## config.mk

```make
export PLATFORM = sky130hd
export DESIGN_NAME = oaht_front
export DESIGN_NICKNAME = d
export VERILOG_FILES = /design/src/rtl/oaht_pkg.sv /design/src/rtl/oaht_front.sv
export SDC_FILE = /design/constraint.sdc
export NUM_CORES = 1
export LEC_CHECK = 0
export ABC_AREA = 0
export BUFFER_PORTS_ARGS = -buffer_cell sky130_fd_sc_hd__buf_2
export CORE_MARGIN = 10
export CORE_UTILIZATION = 32
export CTS_CLUSTER_SIZE = 40
export DETAILED_ROUTE_END_ITERATION = 8
export PLACE_DENSITY = 0.5
export SLEW_MARGIN = 20
export SYNTH_ARGS = -nofsm -noshare
export SYNTH_HDL_FRONTEND = slang
export SYNTH_SLANG_ARGS = --single-unit
```

## constraint.sdc

```tcl
create_clock -name clk -period 14.2 [get_ports clk]
set_input_delay 0.71 -clock clk [delete_from_list [all_inputs] [get_ports clk]]
set_output_delay 0.71 -clock clk [all_outputs]
set_load 0.05 [all_outputs]
```

## src/rtl/oaht_pkg.sv

```systemverilog
// shared types and constants for the open addressing hash table
package oaht_pkg;
  localparam int unsigned TableDepth = 1024;
  localparam int unsigned IdxW = 10;
  localparam int unsigned CntW = 11;
  localparam int unsigned KeyW = 31;
  localparam int unsigned CfgW = 11;
  localparam int unsigned CfgIdxW = 2;

  localparam logic [CfgIdxW-1:0] CFG_STRATEGY = 2'd0;
  localparam logic [CfgIdxW-1:0] CFG_TABLE_SIZE = 2'd1;
  localparam logic [CfgIdxW-1:0] CFG_MAX_PROBES = 2'd2;

  localparam logic [1:0] MODE_INSERT = 2'd0;
  localparam logic [1:0] MODE_SEARCH = 2'd1;
  localparam logic [1:0] MODE_REMOVE = 2'd2;
  localparam logic [1:0] MODE_INVALID = 2'd3;

  localparam logic [1:0] STRAT_LINEAR = 2'd0;
  localparam logic [1:0] STRAT_QUAD = 2'd1;
  localparam logic [1:0] STRAT_DOUBLE = 2'd2;
  localparam logic [1:0] STRAT_SPARE = 2'd3;

  localparam logic [1:0] SLOT_EMPTY = 2'd0;
  localparam logic [1:0] SLOT_OCCUPIED = 2'd1;
  localparam logic [1:0] SLOT_DELETED = 2'd2;

  localparam logic [2:0] STAT_DONE = 3'd0;
  localparam logic [2:0] STAT_NOT_FOUND = 3'd1;
  localparam logic [2:0] STAT_DUPLICATE = 3'd2;
  localparam logic [2:0] STAT_FULL = 3'd3;
  localparam logic [2:0] STAT_NO_FREE = 3'd4;
  localparam logic [2:0] STAT_REFUSED = 3'd5;

  typedef struct packed {
    logic [1:0] mode;
    logic [KeyW-1:0] key;
  } req_t;

  typedef struct packed {
    logic success;
    logic [2:0] status;
    logic [CntW-1:0] probe_count;
    logic [IdxW-1:0] slot_index;
    logic [CntW-1:0] item_count;
  } rsp_t;

  // classified work passed from front to back
  typedef struct packed {
    logic [1:0] mode;
    logic refused;
    logic [KeyW-1:0] key;
    logic [IdxW-1:0] home;
    logic [IdxW-1:0] step;
    logic single;
  } job_t;

  function automatic logic [CntW-1:0] clamp(input logic [CfgW-1:0] v);
    logic [CntW-1:0] r;
    r = v;
    if (v == '0) r = CntW'(1);
    else if (v > CfgW'(TableDepth)) r = CntW'(TableDepth);
    return r;
  endfunction
endpackage

```

## src/rtl/oaht_front.sv

```systemverilog
// front end: computes home slot and double-hash step for each request
module oaht_front (
  input  logic clk,
  input  logic rst,
  input  logic [oaht_pkg::CntW-1:0] ts,
  input  logic [1:0] mode,
  input  logic [oaht_pkg::KeyW-1:0] key,
  input  logic in_valid,
  output logic in_ready,
  output logic out_valid,
  input  logic out_ready,
  output oaht_pkg::job_t job
);
  localparam int ProdW = oaht_pkg::KeyW + 32;
  typedef enum logic [2:0] {F_IDLE, F_HOME, F_DIV, F_REV, F_DONE} fstate_t;
  fstate_t st;
  logic [oaht_pkg::KeyW-1:0] rem;
  logic [oaht_pkg::KeyW-1:0] quo;
  logic [oaht_pkg::KeyW-1:0] quo_q;
  logic [ProdW-1:0] prod;
  logic [3:0] dig;
  logic [oaht_pkg::CntW+3:0] acc_mul;
  logic [oaht_pkg::CntW+3:0] acc_red;
  logic [oaht_pkg::CntW-1:0] acc;
  logic [oaht_pkg::KeyW+oaht_pkg::CntW-1:0] rr;
  logic [oaht_pkg::KeyW-1:0] rrem;
  logic [4:0] bitn;

  assign in_ready = (st == F_IDLE);
  assign out_valid = (st == F_DONE);
  // divide by ten through the reciprocal, exact for the 31-bit keys
  assign prod = ProdW'(rem) * ProdW'(32'hCCCCCCCD);
  assign quo = oaht_pkg::KeyW'(prod[ProdW-1:35]);
  assign dig = 4'(rem - ((quo_q << 3) + (quo_q << 1)));
  assign acc_mul = {4'd0, acc} * 15'd10 + 15'(dig);
  // acc < ts so acc*10+dig < 10*ts+10; reduce with a short subtract chain
  always_comb begin
    acc_red = acc_mul;
    for (int k = 3; k >= 0; k--) begin
      if (acc_red >= (15'(ts) << k)) acc_red = acc_red - (15'(ts) << k);
    end
  end

  always_ff @(posedge clk) begin
    if (rst) begin
      st <= F_IDLE;
    end else begin
      unique case (st)
        F_IDLE: begin
          if (in_valid) begin
            job.mode <= mode;
            job.key <= key;
            job.refused <= (mode == oaht_pkg::MODE_INVALID);
            rem <= key;
            rr <= '0;
            rrem <= key;
            bitn <= 5'(oaht_pkg::KeyW - 1);
            acc <= '0;
            st <= F_HOME;
          end
        end
        F_HOME: begin
          // restoring remainder, one key bit per cycle
          logic [oaht_pkg::CntW:0] t;
          t = {rr[oaht_pkg::CntW-1:0], rrem[bitn]};
          if (t >= {1'b0, ts}) t = t - {1'b0, ts};
          rr <= {{oaht_pkg::KeyW{1'b0}}, t[oaht_pkg::CntW-1:0]};
          if (bitn == 0) begin
            job.home <= oaht_pkg::IdxW'(t);
            st <= F_DIV;
          end else begin
            bitn <= bitn - 5'd1;
          end
        end
        F_DIV: begin
          if (rem == '0) begin
            job.step <= oaht_pkg::IdxW'(acc);
            job.single <= (acc == '0);
            st <= F_DONE;
          end else begin
            quo_q <= quo;
            st <= F_REV;
          end
        end
        F_REV: begin
          acc <= oaht_pkg::CntW'(acc_red);
          rem <= quo_q;
          st <= F_DIV;
        end
        F_DONE: if (out_ready) st <= F_IDLE;
        default: st <= F_IDLE;
      endcase
    end
  end
endmodule

```

**Yosys cells after proc, flatten, opt, wreduce, memory -nomap -nowiden**

Cells that the tools add are included.

- Bits in registers: 144
- Bits in latches: 0
- Memory bits (writable): 0
- ROM bits: 0
- Bits of input ports: 48
- Output and inout port bits: 57
- Word-level logic and storage cells: 75
- Memories: 0

- Add/sub/neg operators: 9
- Multipliers: 2
- Divide/modulo/power cells: 0
- Magnitude comparators: 6
- Eq/ne operators: 9
- Shifts and indexed selects: 0
- Muxes and demuxes: 21
- Bitwise operators: 2
- Reductions and logical operators: 14

Operators by type and width:

| cell | count |
|---|---|
| 31-bit by 32-bit multiplier with 63-bit output, second input constant | 1 |
| 31-bit one-hot mux with 2 select lines | 1 |
| 15-bit 2-to-1 mux | 3 |
| 11-bit 2-to-1 mux | 4 |
| 11-bit one-hot mux with 2 select lines | 2 |
| 31-bit zero test | 1 |
| 31-bit 2-to-1 mux | 1 |
| 11-bit subtractor | 2 |
| 3-bit AND reduction | 7 |
| 15-bit by 4-bit adder with 15-bit output | 1 |
| 15-bit by 11-bit greater-or-equal comparator with 1-bit output | 1 |
| 15-bit by 12-bit greater-or-equal comparator with 1-bit output | 1 |
| 15-bit by 13-bit greater-or-equal comparator with 1-bit output | 1 |
| 15-bit by 14-bit greater-or-equal comparator with 1-bit output | 1 |
| 3-bit one-hot mux with 5 select lines | 1 |
| 15-bit by 12-bit subtractor with 15-bit output | 1 |
| 15-bit by 13-bit subtractor with 15-bit output | 1 |
| 15-bit by 14-bit subtractor with 15-bit output | 1 |
| 11-bit by 3-bit multiplier with 14-bit output, second input constant | 1 |
| 12-bit by 11-bit greater-or-equal comparator with 1-bit output | 1 |
| 3-bit 2-to-1 mux | 4 |
| 11-bit zero test | 1 |
| 5-bit 2-to-1 mux | 2 |
| 5-bit one-hot mux with 2 select lines | 1 |
| 17 further kinds | 22 |

**Logic depth before layout (Yosys ltp)**

- Depth after elaboration: 12
- Depth in mapped cells: 60
- Gate-level depth less buffers: 56

**Worst setup path after synthesis**

No wires, ideal clock.

- Path type: reg2reg
- Start: register rem[1] (netlist name)
- End: register acc[0] (netlist name) (data pin)
- Library setup time: 0.255 ns
- Arrival time: 11.654 ns
- Data required time: 13.945 ns
- Setup slack: 2.291 ns
- Cell stages (with the launch flop): 59
- Path buffers: 4
- Period minus slack after synthesis: 11.909 ns
- Cell sequence: edfxtp_1 -> ha_1 -> nor2_1 -> ha_1 -> inv_1 -> ha_1 -> fa_1 -> a21oi_1 -> nor2b_1 -> nand3_1 -> nor2b_1 -> xor2_1 -> ha_1 -> or4_1 -> o2111ai_1 -> a21boi_0 -> nor3_2 -> and2_0 -> [23 not listed] -> a31oi_1 -> nand4_2 -> buf_2 -> mux2i_1 -> ha_1 -> nor2b_1 -> o21ai_0 -> a21oi_1 -> o21ai_0 -> a21oi_1 -> o21ai_0 -> a21boi_0 -> o31a_1 -> o31ai_1 -> o211a_1 -> buf_4 -> nand3_1 -> and3_1

- Cells in the longest elaborated chain, start to end: 11
- Elaborated cells between the ends (all ways): 15
- Classes of those cells: add/sub: 6; order compare: 4; mux: 5

RTL lines:

| item | line | text |
|---|---|---|
| start, declared | oaht_front.sv:17 | `logic [oaht_pkg::KeyW-1:0] rem;` |
| start signal, assigned | oaht_front.sv:54 | `rem <= key;` |
| start signal, assigned | oaht_front.sv:87 | `rem <= quo_q;` |
| 4-bit subtractor * | oaht_front.sv:34 | `assign dig = 4'(rem - ((quo_q << 3) + (quo_q << 1)));` |
| 15-bit by 4-bit adder with 15-bit output * | oaht_front.sv:35 | `assign acc_mul = {4'd0, acc} * 15'd10 + 15'(dig);` |
| 15-bit by 14-bit subtractor with 15-bit output or 15-bit by 14-bit greater-or-equal comparator with 1-bit output (tied branches) | oaht_front.sv:40 | `if (acc_red >= (15'(ts) << k)) acc_red = acc_red - (15'(ts) << k);` |
| 15-bit 2-to-1 mux * | oaht_front.sv:40 |  |
| 15-bit by 13-bit subtractor with 15-bit output or 15-bit by 13-bit greater-or-equal comparator with 1-bit output (tied branches) | oaht_front.sv:40 |  |
| 15-bit 2-to-1 mux * | oaht_front.sv:40 |  |
| 15-bit by 12-bit subtractor with 15-bit output or 15-bit by 12-bit greater-or-equal comparator with 1-bit output (tied branches) | oaht_front.sv:40 |  |
| 15-bit 2-to-1 mux * | oaht_front.sv:40 |  |
| 15-bit by 11-bit greater-or-equal comparator with 1-bit output or 11-bit subtractor (tied branches) | oaht_front.sv:40 |  |
| 11-bit 2-to-1 mux * | oaht_front.sv:40 |  |
| 11-bit one-hot mux with 2 select lines * | oaht_front.sv:48 | `unique case (st)` |
| end signal, assigned | oaht_front.sv:86 | `acc <= oaht_pkg::CntW'(acc_red);` |
| end, declared | oaht_front.sv:24 | `logic [oaht_pkg::CntW-1:0] acc;` |

Mark *: on every way between the ends. The rest lies on a longest branch, timed or not.
A chain may end at the register's enable or synchronous reset.

**Worst setup path in the final report**

- Start: register acc[1] (netlist name)
- End: register acc[3] (netlist name) (data pin)

- Cells in the longest elaborated chain, start to end: 11
- Elaborated cells between the ends (all ways): 15
- Classes of those cells: add/sub: 5; mul: 1; order compare: 4; mux: 5

RTL lines:

| item | line |
|---|---|
| 11-bit by 3-bit multiplier with 14-bit output * | oaht_front.sv:35 |
| 15-bit by 4-bit adder with 15-bit output * | oaht_front.sv:35 |
| 15-bit by 14-bit subtractor with 15-bit output or 15-bit by 14-bit greater-or-equal comparator with 1-bit output (tied branches) | oaht_front.sv:40 |
| 15-bit 2-to-1 mux * | oaht_front.sv:40 |
| 15-bit by 13-bit subtractor with 15-bit output or 15-bit by 13-bit greater-or-equal comparator with 1-bit output (tied branches) | oaht_front.sv:40 |
| 15-bit 2-to-1 mux * | oaht_front.sv:40 |
| 15-bit by 12-bit subtractor with 15-bit output or 15-bit by 12-bit greater-or-equal comparator with 1-bit output (tied branches) | oaht_front.sv:40 |
| 15-bit 2-to-1 mux * | oaht_front.sv:40 |
| 15-bit by 11-bit greater-or-equal comparator with 1-bit output or 11-bit subtractor (tied branches) | oaht_front.sv:40 |
| 11-bit 2-to-1 mux * | oaht_front.sv:40 |
| 11-bit one-hot mux with 2 select lines * | oaht_front.sv:48 |

Marks and branches as above.

==> flow_summary.json <==
{
  "cp.arrival_ns": 13.44,
  "cp-endpoint": "acc[3]$_SDFFCE_PN0P_",
  "pin_count": 105,
  "synth_area_um2": 21130,
  "netlist_instances": 2055,
  "maxSlewHeadroom_pct": 32.68,
  "drt_pass1_iterations": 5,
  "maxCapViolations": 0,
  "synth.distinct_cells": 84,
  "max_stage_delay_ns": 0.49,
  "slew_violations": 0,
  "ys_top_cells_by_area": "fa_1, ha_1, edfxtp_1",
  "drive_gt1_share_pct": 9.642,
  "min_period_ns": 13.25,
  "num-fill-cells": 6734,
  "slowest_stage": "edfxtp_1",
  "num-nets-final": 2848,
  "detail_route.wl_per_cell_um": 20.14,
  "worstReg2RegStart": "acc[1]$_SDFFCE_PN0P_",
  "portBuffers": 104,
  "yosys_warnings": 0,
  "root_buffer": "clkbuf_16",
  "fp-row-count": 94,
  "grt.overflow.total": 0,
  "routed_via_density": 4.941,
  "clock_skew_ns": 0.01353,
  "vias": 15030,
  "worst-slew-pin-transition_ns": 1.004,
  "critPathMaxFanout": 14,
  "setup-violations-final": 0,
  "clockBufferDepth": 2,
  "clock-sinks": 144,
  "cts.htree.levels": 4,
  "ys_ff_latch": 144,
  "synth_area_leader_cell": "fa_1",
  "fmax_ghz": 0.07547,
  "detail_route.wirelength_um": 61260,
  "reg2reg_depth": 54,
  "rsz0062_at_grt": "no",
  "grt_usage_pct": 16.00,
  "grt_pass1_wl_um": 94670,
  "synthFlopType": "edfxtp_1",
  "path_clk_slew_ns": 0.07,
  "run_status": "complete, no violations",
  "hold_class": "primary input to flop",
  "endpoint_kind": "flop",
  "syn_nets": 2738,
  "synth-async-reset-ratio_pct": 0,
  "die-area_um2": 76700,
  "die_width_um": 277.0,
  "grt_pass1_vias": 16010,
  "antenna_found_initial": 1,
  "seq_area_frac_synth_pct": 20.32,
  "crit_path_start": "acc[1]$_SDFFCE_PN0P_",
  "initial_core_util_pct": 32.19,
  "hpwl_um": 53960,
  "drtIter0Drc": 943,
  "reg2reg_to": "acc[3]$_SDFFCE_PN0P_",
  "final.setup.tns_ns": 0,
  "yosysMostFrequentCell": "inv_1",
  "cts_buffers": 17,
  "place_congestion": 0.9484,
  "synth_top_area_share_pct": 23.69,
  "die_y_um": 277.0,
  "fin_crit_sh_pct": 93.31,
  "critPathKind": "flop to flop",
  "cts_tree": "done",
  "netlist_top_cells_count": "inv_1, ha_1, fa_1, nand2_1, edfxtp_1",
  "r2r_slack_ns": 0.95,
  "hold_violations": 0,
  "drc_errors": 0,
  "worstPathRequired_ns": 14.39,
  "grt_max_degree": 43,
  "syn_avg_cell_area_um2": 10.28,
  "area_growth_pct": 10.65,
  "antennaDiodeCount": 0,
  "clkLatencyLatePin_ns": 0.44,
  "synth-edff-count": 141,
  "coreArea_um2": 65630,
  "cts_setup_buffers": 0,
  "ant_nets": 0,
  "start_kind": "flop"
}
## cell type report
type	count	area [µm²]	area share [%]
Tap cell	864	1081	4.624
Sequential cell	144	4294	18.37
Clock inverter	14	178.9	0.7653
Timing Repair Buffer	113	608.1	2.601
Inverter	424	1592	6.808
Multi-Input combinational cell	1465	15200	65.00
Clock buffer	18	429.2	1.836
## per-layer routing
metal	up-vias	routed length (µm)	global-route usage [%]
met5	-	0	0
met4	0	1056	3.373
met3	54	3470	3.721
met2	331	28880	26.19
met1	7508	27850	21.16
li1	7138	-	-
## stage by stage
step	cells	setup slack (ns)	instance area, µm²	hold WS (ns)	utilization, %
2_1_floorplan	2055	2.291	21130	0.4836	-
3_3_place_gp	3009	0.9744	22710	0.4887	34.60
3_5_place_dp	3009	0.6804	22710	0.4933	34.60
4_1_cts	3041	0.6205	23320	0.4342	35.53
5_1_grt	3042	0.009085	23380	0.4398	35.62
6_report	3042	0.9502	23380	0.4647	35.62
## cell families (layout without fill, tap and decap cells)
family                     Yosys count  in the layout  share of synthesized area (%)
adders and majority gates          635            635                          46.49
buffers and inverters              446            569                          8.066
and+or+nand+nor                    403            403                          9.392
AOI/OAI and AO/OA                  309            309                          9.920
DFF                                144            144                          20.32
xor gates and xnor gates            77             77                          3.192
muxes                               41             41                          2.618
## worst max-delay path: cells and delay by family, from the launching register on
family	cells	cell delay, ns
multiplexers	2	0.70
AO/OA/AOI/OAI	26	5.73
AND/OR/NAND/NOR	14	3.15
adder cells (fa/ha/maj)	7	2.17
buffers and inverters	4	0.54
XOR/XNOR	1	0.17
flip-flops	1	0.49
## registers in the layout, indices dropped and copies added, names as in the netlist
signal  cells
rrem       31
rr         11
rem        31
st          3
bitn        5
quo_q      28
acc        11
job        24
## worst min path at each step
stage / startpoint / endpoint / slack, ns / cells after the start
after floorplan: quo_q[10]$_DFFE_PP_ / rem[10]$_DFFE_PP_ / 0.48 / 2
after global placement: quo_q[10]$_DFFE_PP_ / rem[10]$_DFFE_PP_ / 0.49 / 2
after detailed placement: quo_q[26]$_DFFE_PP_ / rem[26]$_DFFE_PP_ / 0.49 / 2
after CTS: mode[0] / job[53]$_DFFE_PP_ / 0.43 / 1
after global routing: mode[0] / job[53]$_DFFE_PP_ / 0.44 / 1
final: mode[0] / job[53]$_DFFE_PP_ / 0.46 / 1
## cells in the final DEF, fill, tap and decap left out, types with 12 or more instances in the layout
cell type    n
inv_1      424
ha_1       385
fa_1       250
nand2_1    146
edfxtp_1   141
buf_2      104
nor2_1      75
a21oi_1     74
o21ai_0     62
xnor2_1     51
a21o_1      51
nand3_1     28
xor2_1      26
nor2b_1     20
nand4_1     20
o21a_1      19
and2_1      19
mux2_2      19
clkbuf_16   17
a21boi_0    16
nor3_1      14
nand2b_1    12
## timing repair
| action | in CTS | in global routing |
|---|---|---|
| endpoints found under the setup margin | 0 | 11 |
| hold buffers | 0 | 0 |
| gates resized for setup | 0 | 5 |
Power is left out: the tool's default activity adds up to more than one toggle a clock period on the data nets, which glitch-free logic cannot reach.
