===== src/rtl/oaht_pkg.sv =====
// shared types and constants for the open addressing hash table
package oaht_pkg;
  localparam int unsigned TableDepth = 1024;
  localparam int unsigned IdxW = 10;
  localparam int unsigned CntW = 11;
  localparam int unsigned KeyW = 31;
  localparam int unsigned CfgW = 11;
  localparam int unsigned CfgIdxW = 2;

  localparam logic [CfgIdxW-1:0] CFG_STRATEGY = 2'd0;
  localparam logic [CfgIdxW-1:0] CFG_TABLE_SIZE = 2'd1;
  localparam logic [CfgIdxW-1:0] CFG_MAX_PROBES = 2'd2;

  localparam logic [1:0] MODE_INSERT = 2'd0;
  localparam logic [1:0] MODE_SEARCH = 2'd1;
  localparam logic [1:0] MODE_REMOVE = 2'd2;
  localparam logic [1:0] MODE_INVALID = 2'd3;

  localparam logic [1:0] STRAT_LINEAR = 2'd0;
  localparam logic [1:0] STRAT_QUAD = 2'd1;
  localparam logic [1:0] STRAT_DOUBLE = 2'd2;
  localparam logic [1:0] STRAT_SPARE = 2'd3;

  localparam logic [1:0] SLOT_EMPTY = 2'd0;
  localparam logic [1:0] SLOT_OCCUPIED = 2'd1;
  localparam logic [1:0] SLOT_DELETED = 2'd2;

  localparam logic [2:0] STAT_DONE = 3'd0;
  localparam logic [2:0] STAT_NOT_FOUND = 3'd1;
  localparam logic [2:0] STAT_DUPLICATE = 3'd2;
  localparam logic [2:0] STAT_FULL = 3'd3;
  localparam logic [2:0] STAT_NO_FREE = 3'd4;
  localparam logic [2:0] STAT_REFUSED = 3'd5;

  typedef struct packed {
    logic [1:0] mode;
    logic [KeyW-1:0] key;
  } req_t;

  typedef struct packed {
    logic success;
    logic [2:0] status;
    logic [CntW-1:0] probe_count;
    logic [IdxW-1:0] slot_index;
    logic [CntW-1:0] item_count;
  } rsp_t;

  // classified work passed from front to back
  typedef struct packed {
    logic [1:0] mode;
    logic refused;
    logic [KeyW-1:0] key;
    logic [IdxW-1:0] home;
    logic [IdxW-1:0] step;
    logic single;
  } job_t;

  function automatic logic [CntW-1:0] clamp(input logic [CfgW-1:0] v);
    logic [CntW-1:0] r;
    r = v;
    if (v == '0) r = CntW'(1);
    else if (v > CfgW'(TableDepth)) r = CntW'(TableDepth);
    return r;
  endfunction
endpackage


===== src/rtl/oaht_queue.sv =====
// two-entry queue between front and back
module oaht_queue (
  input  logic clk,
  input  logic rst,
  input  logic in_valid,
  output logic in_ready,
  input  oaht_pkg::job_t in_data,
  output logic out_valid,
  input  logic out_ready,
  output oaht_pkg::job_t out_data
);
  oaht_pkg::job_t mem [2];
  logic wp, rp;
  logic [1:0] cnt;
  logic push, pop;
  assign in_ready = (cnt != 2'd2);
  assign out_valid = (cnt != 2'd0);
  assign out_data = mem[rp];
  assign push = in_valid && in_ready;
  assign pop = out_valid && out_ready;
  always_ff @(posedge clk) begin
    if (push) mem[wp] <= in_data;
  end
  always_ff @(posedge clk) begin
    if (rst) begin
      wp <= 1'b0;
      rp <= 1'b0;
      cnt <= '0;
    end else begin
      if (push) wp <= ~wp;
      if (pop) rp <= ~rp;
      cnt <= cnt + {1'b0, push} - {1'b0, pop};
    end
  end
`ifndef SYNTH
  a_no_overflow: assert property (@(posedge clk) disable iff (rst) cnt <= 2'd2)
    else $error("queue overflow");
  a_pop_nonempty: assert property (@(posedge clk) disable iff (rst)
    pop |-> cnt != 2'd0) else $error("pop empty");
  a_count: assert property (@(posedge clk) disable iff (rst)
    push && !pop && cnt == 2'd0 |=> cnt == 2'd1) else $error("count");
`endif
endmodule


===== config.mk =====
export PLATFORM = sky130hd
export DESIGN_NAME = oaht_queue
export DESIGN_NICKNAME = d
export VERILOG_FILES = /design/src/rtl/oaht_pkg.sv /design/src/rtl/oaht_queue.sv
export SDC_FILE = /design/constraint.sdc
export NUM_CORES = 1
export LEC_CHECK = 0
export BUFFER_PORTS_ARGS = -buffer_cell sky130_fd_sc_hd__buf_2
export CORE_MARGIN = 2
export CORE_UTILIZATION = 52
export DETAILED_ROUTE_END_ITERATION = 10
export GPL_TIMING_DRIVEN = 1
export PLACE_DENSITY = 0.79
export SYNTH_ARGS = -nofsm -noshare
export SYNTH_HDL_FRONTEND = slang
export SYNTH_SLANG_ARGS = --single-unit

===== constraint.sdc =====
create_clock -name clk -period 4 [get_ports clk]
set_clock_uncertainty 0.2 [all_clocks]
set_input_delay 0.4 -clock clk [delete_from_list [all_inputs] [get_ports clk]]
set_output_delay 0.4 -clock clk [all_outputs]
set_load 0.03 [all_outputs]

# Word-level counts from Yosys, hierarchy flattened
# Memories as Yosys holds them, arrays and structs flattened. A register that Yosys moved wholly into a read port is not among the register bits.
# Cells that the tools add are included.
[op_classes]
n_bitwise = 2
n_reduce_logical = 3
mux = 4
n_eq_ne = 1
n_addsub = 2
[ops]
columns = ["op", "count"]
rows = [
  ["$mux W1", 4],
  ["$add A2 B1 Y2", 1],
  ["$logic_and A1 B1 Y1", 2],
  ["$ne A2 B2 Y1 const B", 1],
  ["$not A1 Y1", 2],
  ["$reduce_bool A2 Y1", 1],
  ["$sub A2 B1 Y2", 1],
]
[word_totals]
ram_bits = 110
mem_count = 1
in_bits = 59
word_cells = 16
reg_bits = 4
[mem_list]
columns = ["name", "depth", "word_bits", "read_ports", "rd_ports_with_merged_regs", "wr", "line_no", "rtl"]
rows = [
  ["mem", 2, 55, 1, 1, 1, "oaht_queue.sv:12", "oaht_pkg::job_t mem [2];"],
]

# Longest topological paths before layout
# Gate-level depths: netlist of run 1.
[logic_depth]
depth_word = 4
mapped_depth = 8
ltp_nobuf = 8

# Least setup slack after synthesis of run 1
# OpenSTA, ideal clock, no wires.
[synth_timing]
kind = "reg2reg"
startpoint = "register cnt[0]"
endpoint = "memory mem[0][0] (netlist name), enable pin"
n_path_buf = 0
path_stages_with_launch = 4
t_arrival_ns = 2.986
setup_time_ns = 0.468
setup_slack_ns = 0.347
path_cell_list = "dfxtp_1 > nand2b_2 > nand2_2 > nor2_1"
[synth_between]
elab_chain_cells = 4
[synth_rtl]
columns = ["element", "line_no", "rtl"]
rows = [
  ["from (decl)", "oaht_queue.sv:14", "logic [1:0] cnt;"],
  ["from (signal assigned)", "oaht_queue.sv:32", "cnt <= cnt + {1'b0, push} - {1'b0, pop};"],
  ["$ne A2 B2 Y1", "oaht_queue.sv:16", "assign in_ready = (cnt != 2'd2);"],
  ["named net in_ready", "oaht_queue.sv:6", "output logic in_ready,"],
  ["$logic_and A1 B1 Y1", "oaht_queue.sv:19", "assign push = in_valid && in_ready;"],
  ["$mux W1", "oaht_queue.sv:22", "if (push) mem[wp] <= in_data;"],
  ["$mux W1 (not written as such)", "oaht_queue.sv:22", ""],
  ["to (decl)", "oaht_queue.sv:12", ""],
]
# The timed path passes the listed nets, and every way through them passes these cells.

==> results.yml, run 1 <==
clocking:
  cts_resized: 0
  cts_sinks: 115
  cts-hold-fix-buffers: 56
  clockRootBuffer: "clkbuf_8"
  clk_pin_slew_worst_paths_ns: 0.05
  cts_buffer_depth: 2
  cts_setup_buffers: 0
  clk_latency_ns: 0.50
  cts_made_buffers: 17
  cts_max_level: 4
  cts_tree: "yes"
setup_path:
  cp.required_ns: 3.40
  startpoint_type: "flip-flop"
  crit_path_end_kind: "primary output"
  crit_fanout: 55
  critical_path_buf_inv_count: 1
  cpLargestDelayFamily: "flip-flops"
  r2r-start: "cnt[0]"
  reg2reg_depth: 3
  worst-path-stages: 2
  critical_path.cell_chain: "mux2_2 > buf_2"
  slowest_stage: "dfxtp_4"
  max_stage_delay_ns: 1.00
  path_class: "reg -> out"
  crit_arrival_ns: 2.12
synthesis:
  syn_nets: 256
  yosys.area_share.xor_xnor_pct: 0.590
  avgSynthCellArea_um2: 22.8
  yosys_register_bits: 115
  yosysWarningCount: 0
  yosys.area.top_type: "edfxtp_1"
  netlist.area_leader.share_pct: 74.2
  synth_area_leaders: "edfxtp_1 74%, mux2_4 17%, buf_12 2.2%"
  synthSimpleGateAreaFrac_pct: 1.32
  synth.area.mux_share_pct: 18.4
  syn_area_um2: 4450
  ys_seq_area_share_pct: 76.4
  synth_compound_area_share_pct: 0.169
  synth_top_family_by_area: "multiplexers"
  syn_inst: 195
  synthAdderAreaFrac_pct: 0.562
  yosysUniqueCellTypes: 17
pwr:
  power_frac_clock_pct: 33.3
  power.total_mw: 4.15
  power_switching_mw: 1.26
  cellLeakagePower_nw: 2.47
  pwr-share-comb_pct: 26.6
  seqPwrFrac_pct: 40.1
  p_int_mw: 2.89
  p_sw_share_pct: 30.4
  ir_drop_uv: 555
  power_density_nw_per_um2: 670
place:
  io_buffers: 115
  dpl_worst_slack_ns: 1.72
  placed_cells: 411
  place_hpwl_um: 4650
  place_area_um2: 5080
  place_congestion: 0.696
timing:
  slew_viol_final: 0
  whs_ns: 0.0913
  worst_slew_pin_slew_ns: 0.982
  relSlewSlack_pct: 34.5
  setup_violations: 0
  hold_viol: 0
  postLayoutSetupSlackWorst_ns: 1.28
  fin_crit_ns: 2.72
  max_freq_mhz: 368
  finalCritPeriodShare_pct: 67.9
  grt_setup_unrepaired: "no"
  setup_tns_ns: 0
final_layout:
  design_area_um2: 6190
  final_common_cell: "buf_2"
  final_cell_mix: "115 x buf_2, 110 x edfxtp_1, 56 x dlygate4sd3_1"
  num_antenna_cells: 0
  area_growth_pct: 39.1
  fillCellCount: 510
  utilization_pct: 75.0
  fin_nets: 442
  fin_cells: 499
  drive_above_1_share_pct: 53.0
floorplan:
  die_x_um: 96.6
  initial_core_util_pct: 53.9
  rows: 33
  dieArea_um2: 9320
  pin_count: 116
  die_h_um: 96.6
  core_um2: 8260
run_status:
  status: "completed"
route:
  drc: 0
  via_count: 2410
  postRouteAntennaNets: 0
  drt-pass1-iter-count: 4
  routed_wl_um: 8110
  via_per_inst: 4.83
  wire_per_inst_um: 16.2
  drt_iter0_drc: 99
hold_path:
  hp-class: "in -> reg"
  hold_depth: 3
  min_from: "in_valid"
grt:
  overflow: 0
  antenna_found_initial: 0
  grt_pass1_vias: 2604
  grt_max_degree: 56
  grt_first_pass_wirelength_um: 12300
  grtUsageTotal_pct: 18.8
run:
  max_cap_viol_count: 0
==> power groups by stage <==
stage	registers (mW)	logic, mW	clock network [mW]
floorplan	1.58	0.960	0
global placement	1.68	1.05	0
detailed placement	1.69	1.06	0
CTS	1.67	1.11	1.40
global route	1.69	1.17	1.47
finish	1.66	1.10	1.38
==> synth_stat cells <==
cell and number:
inv_1 1, mux2_4 50, buf_12 5, or2_2 1, nand2b_2 1, nand2_2 1
mux2_2 6, nor2_1 5, o21a_1 1, buf_6 1, edfxtp_1 110, xor2_1 1
dfxtp_1 5, and3_1 1, nor2b_1 2, ha_1 2, xnor2_1 2
==> final timing paths <==
path         slack (ns)     endpoint
max reg2reg        1.72    mem[1][6]
min reg2reg        0.32    flip-flop
max                1.28  out_data[0]
min                0.09           wp
==> routing by layer <==
metal	global-route usage, %	routed length, µm	vias to the layer above	part of all wire [%]
met5	0	0	-	0
met4	11.0	248	0	3.1
met3	5.90	446	21	5.5
met2	33.4	4390	88	54
met1	19.5	3020	1159	37
li1	-	-	1142	-
==> cell type report <==
class / count / area [µm²] / area share, %
tap: 105 / 131 / 2.12
clock inverter: 14 / 139 / 2.24
inverter: 1 / 3.75 / 0.0606
timing repair buffer: 173 / 1150 / 18.6
multi-input combinational: 73 / 945 / 15.2
clock buffer: 18 / 418 / 6.75
sequential: 115 / 3410 / 55.0
==> cells by family (layout without fill, tap and decap cells) <==
logic type	Yosys count	after routing
AO/OA/AOI/OAI	1	1
XOR/XNOR	3	3
adder cells (fa/ha/maj)	2	2
buffers and inverters	7	206
flip-flops	115	115
multiplexers	56	56
AND/OR/NAND/NOR	11	11
==> worst register-to-register path, stage by stage (launching register included) <==
cell and delay (ns):
dfxtp_1 0.38, nand2b_2 0.17, and3_2 0.78, buf_4 0.42
==> sequential cells by signal, summed over array words and instances, names as in the netlist, named ones only <==
signal	count
mem	110
cnt	2
rp	1
wp	1
Power figures use the tool's default switching activity.
==> run 2, diff against run 1 <==
--- a/config.mk
+++ b/config.mk
@@ -5,6 +5,7 @@
 export SDC_FILE = /design/constraint.sdc
 export NUM_CORES = 1
 export LEC_CHECK = 0
+export ABC_AREA = 1
 export BUFFER_PORTS_ARGS = -buffer_cell sky130_fd_sc_hd__buf_2
 export CORE_MARGIN = 2
 export CORE_UTILIZATION = 52
==> constraint.sdc (replaced) <==
create_clock -name clk -period 2.6 [get_ports clk]
set_clock_uncertainty 0.2 [all_clocks]
set_input_delay 0.26 -clock clk [delete_from_list [all_inputs] [get_ports clk]]
set_output_delay 0.26 -clock clk [all_outputs]
set_load 0.03 [all_outputs]
==> run 2 against run 1 <==
  * Via count up 2.6%
  * Critical path depth up 1
  * Final cell count up 3.6%
  * Count of clock-buffer cells in the layout up 1
  * Non-clock buffer count up 6
  * Sequential share of layout area down 0.27 points
  * First-iteration DRC count down 15%
  * Global-route usage down 0.94 points
  * Register-to-register slack worse by 1.0 ns
  * Die area up 0.25%
  * Sequential power up 48%
  * Routed wire length down 1.9%
  * Critical endpoint is now out_data[27]
  * Largest cell class unchanged
==> results.yml, run 2 <==
run_status:
  status: "completed"
final_layout:
  fin_nets: 461
  num_antenna_cells: 0
  drive_above_1_share_pct: 50.0
  design_area_um2: 6220
  largest_reg_flops: 110
  utilization_pct: 75.4
  area_growth_pct: 39.4
  final_cell_mix: "115 x buf_2, 110 x edfxtp_1, 58 x dlygate4sd3_1"
  top_register: "mem"
  reg_top3: "mem x110, cnt x2"
  final_common_cell: "buf_2"
grt:
  grtUsageTotal_pct: 17.9
  antenna_found_initial: 0
  grt_pass1_vias: 2775
  overflow: 0
  grt_max_degree: 33
  grt_first_pass_wirelength_um: 12800
place:
  dpl_worst_slack_ns: 0.728
  place_hpwl_um: 4700
  io_buffers: 115
  place_area_um2: 5130
  place_congestion: 0.806
pwr:
  power_density_nw_per_um2: 1000
  ir_drop_uv: 819
  cellLeakagePower_nw: 2.52
synthesis:
  yosys_register_bits: 115
  synth-main-ff-cell: "edfxtp_1"
  yosys.area.top_type: "edfxtp_1"
  synth_common_cells: "110 x edfxtp_1, 50 x mux2_4, 9 x nor2_1"
  syn_nets: 269
  synth_area_leaders: "edfxtp_1 74%, mux2_4 17%, buf_12 2.2%"
  yosysUniqueCellTypes: 12
  netlist.area_leader.share_pct: 74.0
  synth_edf_count: 110
  yosysWarningCount: 0
  syn_area_um2: 4470
  async_flop_share_pct: 0
  syn_inst: 208
  avgSynthCellArea_um2: 21.5
  ys_seq_area_share_pct: 76.2
  synth_most_common_cell: "edfxtp_1"
timing:
  postLayoutSetupSlackWorst_ns: 0.284
  grt_setup_unrepaired: "no"
  setup_tns_ns: 0
  hold_viol: 0
  worst_slew_pin_slew_ns: 0.451
  relSlewSlack_pct: 70.0
  finalCritPeriodShare_pct: 89.1
  fin_crit_ns: 2.32
  setup_violations: 0
  slew_viol_final: 0
  max_freq_mhz: 432
clocking:
  cts_resized: 0
  clockRootBuffer: "clkbuf_8"
  cts_max_level: 4
  cts_sinks: 115
  cts_tree: "yes"
  clk_latency_ns: 0.49
  clk_pin_slew_worst_paths_ns: 0.05
  cts_buffer_depth: 2
  cts-hold-fix-buffers: 58
  cts_made_buffers: 17
  cts_setup_buffers: 0
run:
  max_cap_viol_count: 0
route:
  drt_iter0_drc: 84
  routed_wl_um: 7960
  postRouteAntennaNets: 0
  wire_per_inst_um: 15.4
  via_count: 2472
  drt-pass1-iter-count: 4
  drc: 0
  via_per_inst: 4.78
floorplan:
  die_x_um: 96.7
  pin_count: 116
  dieArea_um2: 9350
  die_h_um: 96.7
  core_um2: 8260
  rows: 33
  initial_core_util_pct: 54.1
setup_path:
  path_class: "reg -> out"
  crit_arrival_ns: 1.86
  crit_fanout: 15
  crit_path_end_kind: "primary output"
  startpoint_type: "flip-flop"
  regToRegSetupSlack_ns: 0.69
  r2r-start: "cnt[0]"
  cp.required_ns: 2.14
  worstReg2RegEnd: "cnt[1]"
  reg2reg_depth: 10
hold_path:
  hold_end: "mem[0][13]"
  hold_depth: 2
  min_from: "in_data[13]"
  hp-class: "in -> reg"
==> run 2: cell count changes after synthesis, sizes merged, moves of 2 or more <==
cell	change
nor2b	-2
inv	+7
xnor2	-2
nand3	+3
a21oi	+2
nand2	+7
nor2	+4
==> run 2: cell type report <==
class | count | area (µm²)
sequential | 115 | 3410
inverter | 8 | 30.0
fill | 495 | 2030
clock inverter | 12 | 92.6
timing repair buffer | 179 | 1210
clock buffer | 19 | 422
multi-input combinational | 79 | 928
tap | 105 | 131
==> run 2: critical path, cell delays in order, from the launching register on <==
cell     delay (ns)
dfxtp_4        0.51
buf_4          0.34
mux2_4         0.33
buf_2          0.18
==> run 2: per-layer routing <==
layer / vias to the layer above / global-route usage, % / part of all wire (%)
li1: 1183 / - / -
met1: 1194 / 19.2 / 39
met2: 89 / 32.2 / 54
met3: 6 / 6.86 / 5.9
met4: 0 / 6.18 / 0.88
met5: - / 0 / 0
==> run 2: report_power, final <==
part	internal (mW)	switching, mW	total (mW)
registers	2.35	0.108	2.46
logic	0.742	1.09	1.83
clock network	1.24	0.715	1.95
total	4.33	1.91	6.24
==> run 2: worst max-delay path by stage <==
| stage | from | to | slack, ns | depth (start not counted) |
|---|---|---|---|---|
| after floorplan | cnt[0] | mem[1][0] | 0.10 | 4 |
| after global placement | flip-flop | out_data[13] | 0.80 | 3 |
| after detailed placement | cnt[0] | cnt[1] | 0.73 | 10 |
| after CTS | flip-flop | out_data[29] | 0.24 | 3 |
| after global routing | flip-flop | out_data[27] | 0.20 | 3 |
| final | flip-flop | out_data[27] | 0.28 | 3 |
==> run 2: per-stage QoR <==
stage	hold WS [ns]	power, mW	instances
2_1_floorplan	0.131	3.89	208
3_3_place_gp	0.243	4.21	428
3_5_place_dp	0.245	4.26	428
4_1_cts	0.259	6.30	517
5_1_grt	0.260	6.51	517
6_report	0.288	6.24	517
==> run 2: kinds of logic (layout without fill, tap and decap cells) <==
| logic type | after synthesis | count (layout) | share of synthesized area, % |
|---|---|---|---|
| buffers and inverters | 14 | 218 | 3.17 |
| multiplexers | 55 | 55 | 18.1 |
| AO/OA/AOI/OAI | 2 | 2 | 0.224 |
| flip-flops | 115 | 115 | 76.2 |
| AND/OR/NAND/NOR | 20 | 20 | 1.77 |
| adder cells (fa/ha/maj) | 2 | 2 | 0.560 |
==> run 3, diff against run 2 <==
--- a/config.mk
+++ b/config.mk
@@ -7,11 +7,13 @@
 export LEC_CHECK = 0
 export ABC_AREA = 1
 export BUFFER_PORTS_ARGS = -buffer_cell sky130_fd_sc_hd__buf_2
+export CELL_PAD_IN_SITES_DETAIL_PLACEMENT = 0
+export CELL_PAD_IN_SITES_GLOBAL_PLACEMENT = 1
 export CORE_MARGIN = 2
-export CORE_UTILIZATION = 52
+export CORE_UTILIZATION = 44
 export DETAILED_ROUTE_END_ITERATION = 10
 export GPL_TIMING_DRIVEN = 1
-export PLACE_DENSITY = 0.79
+export PLACE_DENSITY_LB_ADDON = 0.1
 export SYNTH_ARGS = -nofsm -noshare
 export SYNTH_HDL_FRONTEND = slang
 export SYNTH_SLANG_ARGS = --single-unit
==> run 3 against run 2 <==
  * Non-clock buffer count unchanged
  * Total power increased by 1.5%
  * Critical path depth unchanged
  * Worst setup slack got worse by 0.0011 ns
  * Sequential share of layout area decreased by 0.62 points
  * Via count decreased by 1.7%
  * Utilization decreased by 11 points
  * Hold slack got worse by 0.025 ns
  * Critical endpoint is now out_data[33]
  * Clock power increased by 6%
==> results.yml, run 3 (synthesis results as in run 2) <==
grt:
  grtUsageTotal_pct: 15.0
  grt_pass1_vias: 2518
  grt_max_degree: 33
  antenna_found_initial: 0
  overflow: 0
  grt_first_pass_wirelength_um: 12300
route:
  postRouteAntennaNets: 0
  via_count: 2431
  wire_per_inst_um: 14.3
  via_per_inst: 4.46
  drt-pass1-iter-count: 4
  drt_iter0_drc: 83
  drc: 0
  routed_wl_um: 7790
final_layout:
  utilization_pct: 64.1
  design_area_um2: 6300
  fillCellCount: 743
  fin_nets: 461
  largest_reg_flops: 110
  drive_above_1_share_pct: 49.8
  area_growth_pct: 41.0
  reg_top3: "mem x110, cnt x2"
  final_common_cell: "buf_2"
  final_cell_mix: "115 x buf_2, 110 x edfxtp_1, 58 x dlygate4sd3_1"
  top_register: "mem"
  num_antenna_cells: 0
run_status:
  status: "completed"
timing:
  setup_violations: 0
  setup_tns_ns: 0
  grt_setup_unrepaired: "no"
  relSlewSlack_pct: 70.6
  slew_viol_final: 0
  finalCritPeriodShare_pct: 89.1
  worst_slew_pin_slew_ns: 0.440
  hold_viol: 0
  fin_crit_ns: 2.32
  whs_ns: 0.264
  max_freq_mhz: 432
clocking:
  cts_resized: 0
  clk_pin_slew_worst_paths_ns: 0.05
  clk_latency_ns: 0.50
  clockRootBuffer: "clkbuf_8"
  cts_sinks: 115
  cts_tree: "yes"
  cts_made_buffers: 17
  cts_max_level: 4
  cts_buffer_depth: 2
floorplan:
  pin_count: 116
  rows: 36
  die_h_um: 105
  dieArea_um2: 11000
  initial_core_util_pct: 45.5
  die_x_um: 105
  core_um2: 9820
place:
  place_congestion: 0.726
  place_hpwl_um: 4820
  io_buffers: 115
  place_area_um2: 5180
setup_path:
  crit_path_end_kind: "primary output"
  path_class: "reg -> out"
  startpoint_type: "flip-flop"
  crit_arrival_ns: 1.86
  crit_fanout: 22
  cp.required_ns: 2.14
pwr:
  power.total_mw: 6.34
  power_density_nw_per_um2: 1010
  cellLeakagePower_nw: 2.53
  ir_drop_uv: 582
run:
  max_cap_viol_count: 0
hold_path:
  hp-class: "in -> reg"
==> run 3: cell types whose count changed in the layout (fill, tap and decap cells not counted) <==
cell	before	now
buf_12	1	2
clkinv_2	5	3
clkinv_1	2	3
buf_4	5	4
bufinv_16	1	2
==> run 3: timing repair <==
item / CTS / global route
endpoints found under the setup margin: 0 / 0
hold endpoints to repair: 115 / 0
setup buffers: 0 / 0
hold buffers: 58 / 0
==> run 3: path summary, 6_finish.rpt <==
path / startpoint / to / slack, ns / cells past startpoint
worst max-delay path: flip-flop / out_data[33] / 0.28 / 3
worst min-delay path: rst / cnt[0] / 0.26 / 3
worst max register to register: cnt[0] / cnt[1] / 0.83 / 10
worst min register to register: rp / rp / 0.31 / 2
==> run 3: worst max-delay path: stages, from the launching register on <==
cell     delay [ns]
dfxtp_4        0.61
buf_12         0.24
mux2_4         0.32
buf_2          0.18
==> run 3: area by class of cell <==
| type | instances | area (µm²) | area share (%) |
|---|---|---|---|
| inverters | 8 | 30.0 | 0.477 |
| clock buffers | 19 | 422 | 6.70 |
| multi-input cells | 79 | 928 | 14.7 |
| well taps | 133 | 166 | 2.64 |
| flip-flops and latches | 115 | 3410 | 54.1 |
| clock inverters | 12 | 116 | 1.85 |
| repair buffers | 179 | 1230 | 19.5 |
==> run 3: report_power, final <==
group | internal [mW] | leakage (nW) | switching (mW)
clock network | 1.33 | 0.252 | 0.730
registers | 2.35 | 1.07 | 0.125
logic | 0.751 | 1.21 | 1.05
==> run 3: layer usage <==
layer / vias up / part of all wire, % / wire length (µm) / track usage, %
met3: 10 / 5.7 / 446 / 5.68
met5: - / 0 / 0 / 0
met1: 1152 / 44 / 3420 / 17.9
met4: 0 / 1.1 / 89 / 7.14
li1: 1187 / - / - / -
met2: 82 / 49 / 3840 / 24.0
==> run 3: metrics by stage <==
step                std cells  setup WS [ns]
floorplan                 208          0.103
global placement          456          0.775
detailed placement        456          0.773
CTS                       545          0.223
global route              545          0.189
finish                    545          0.283
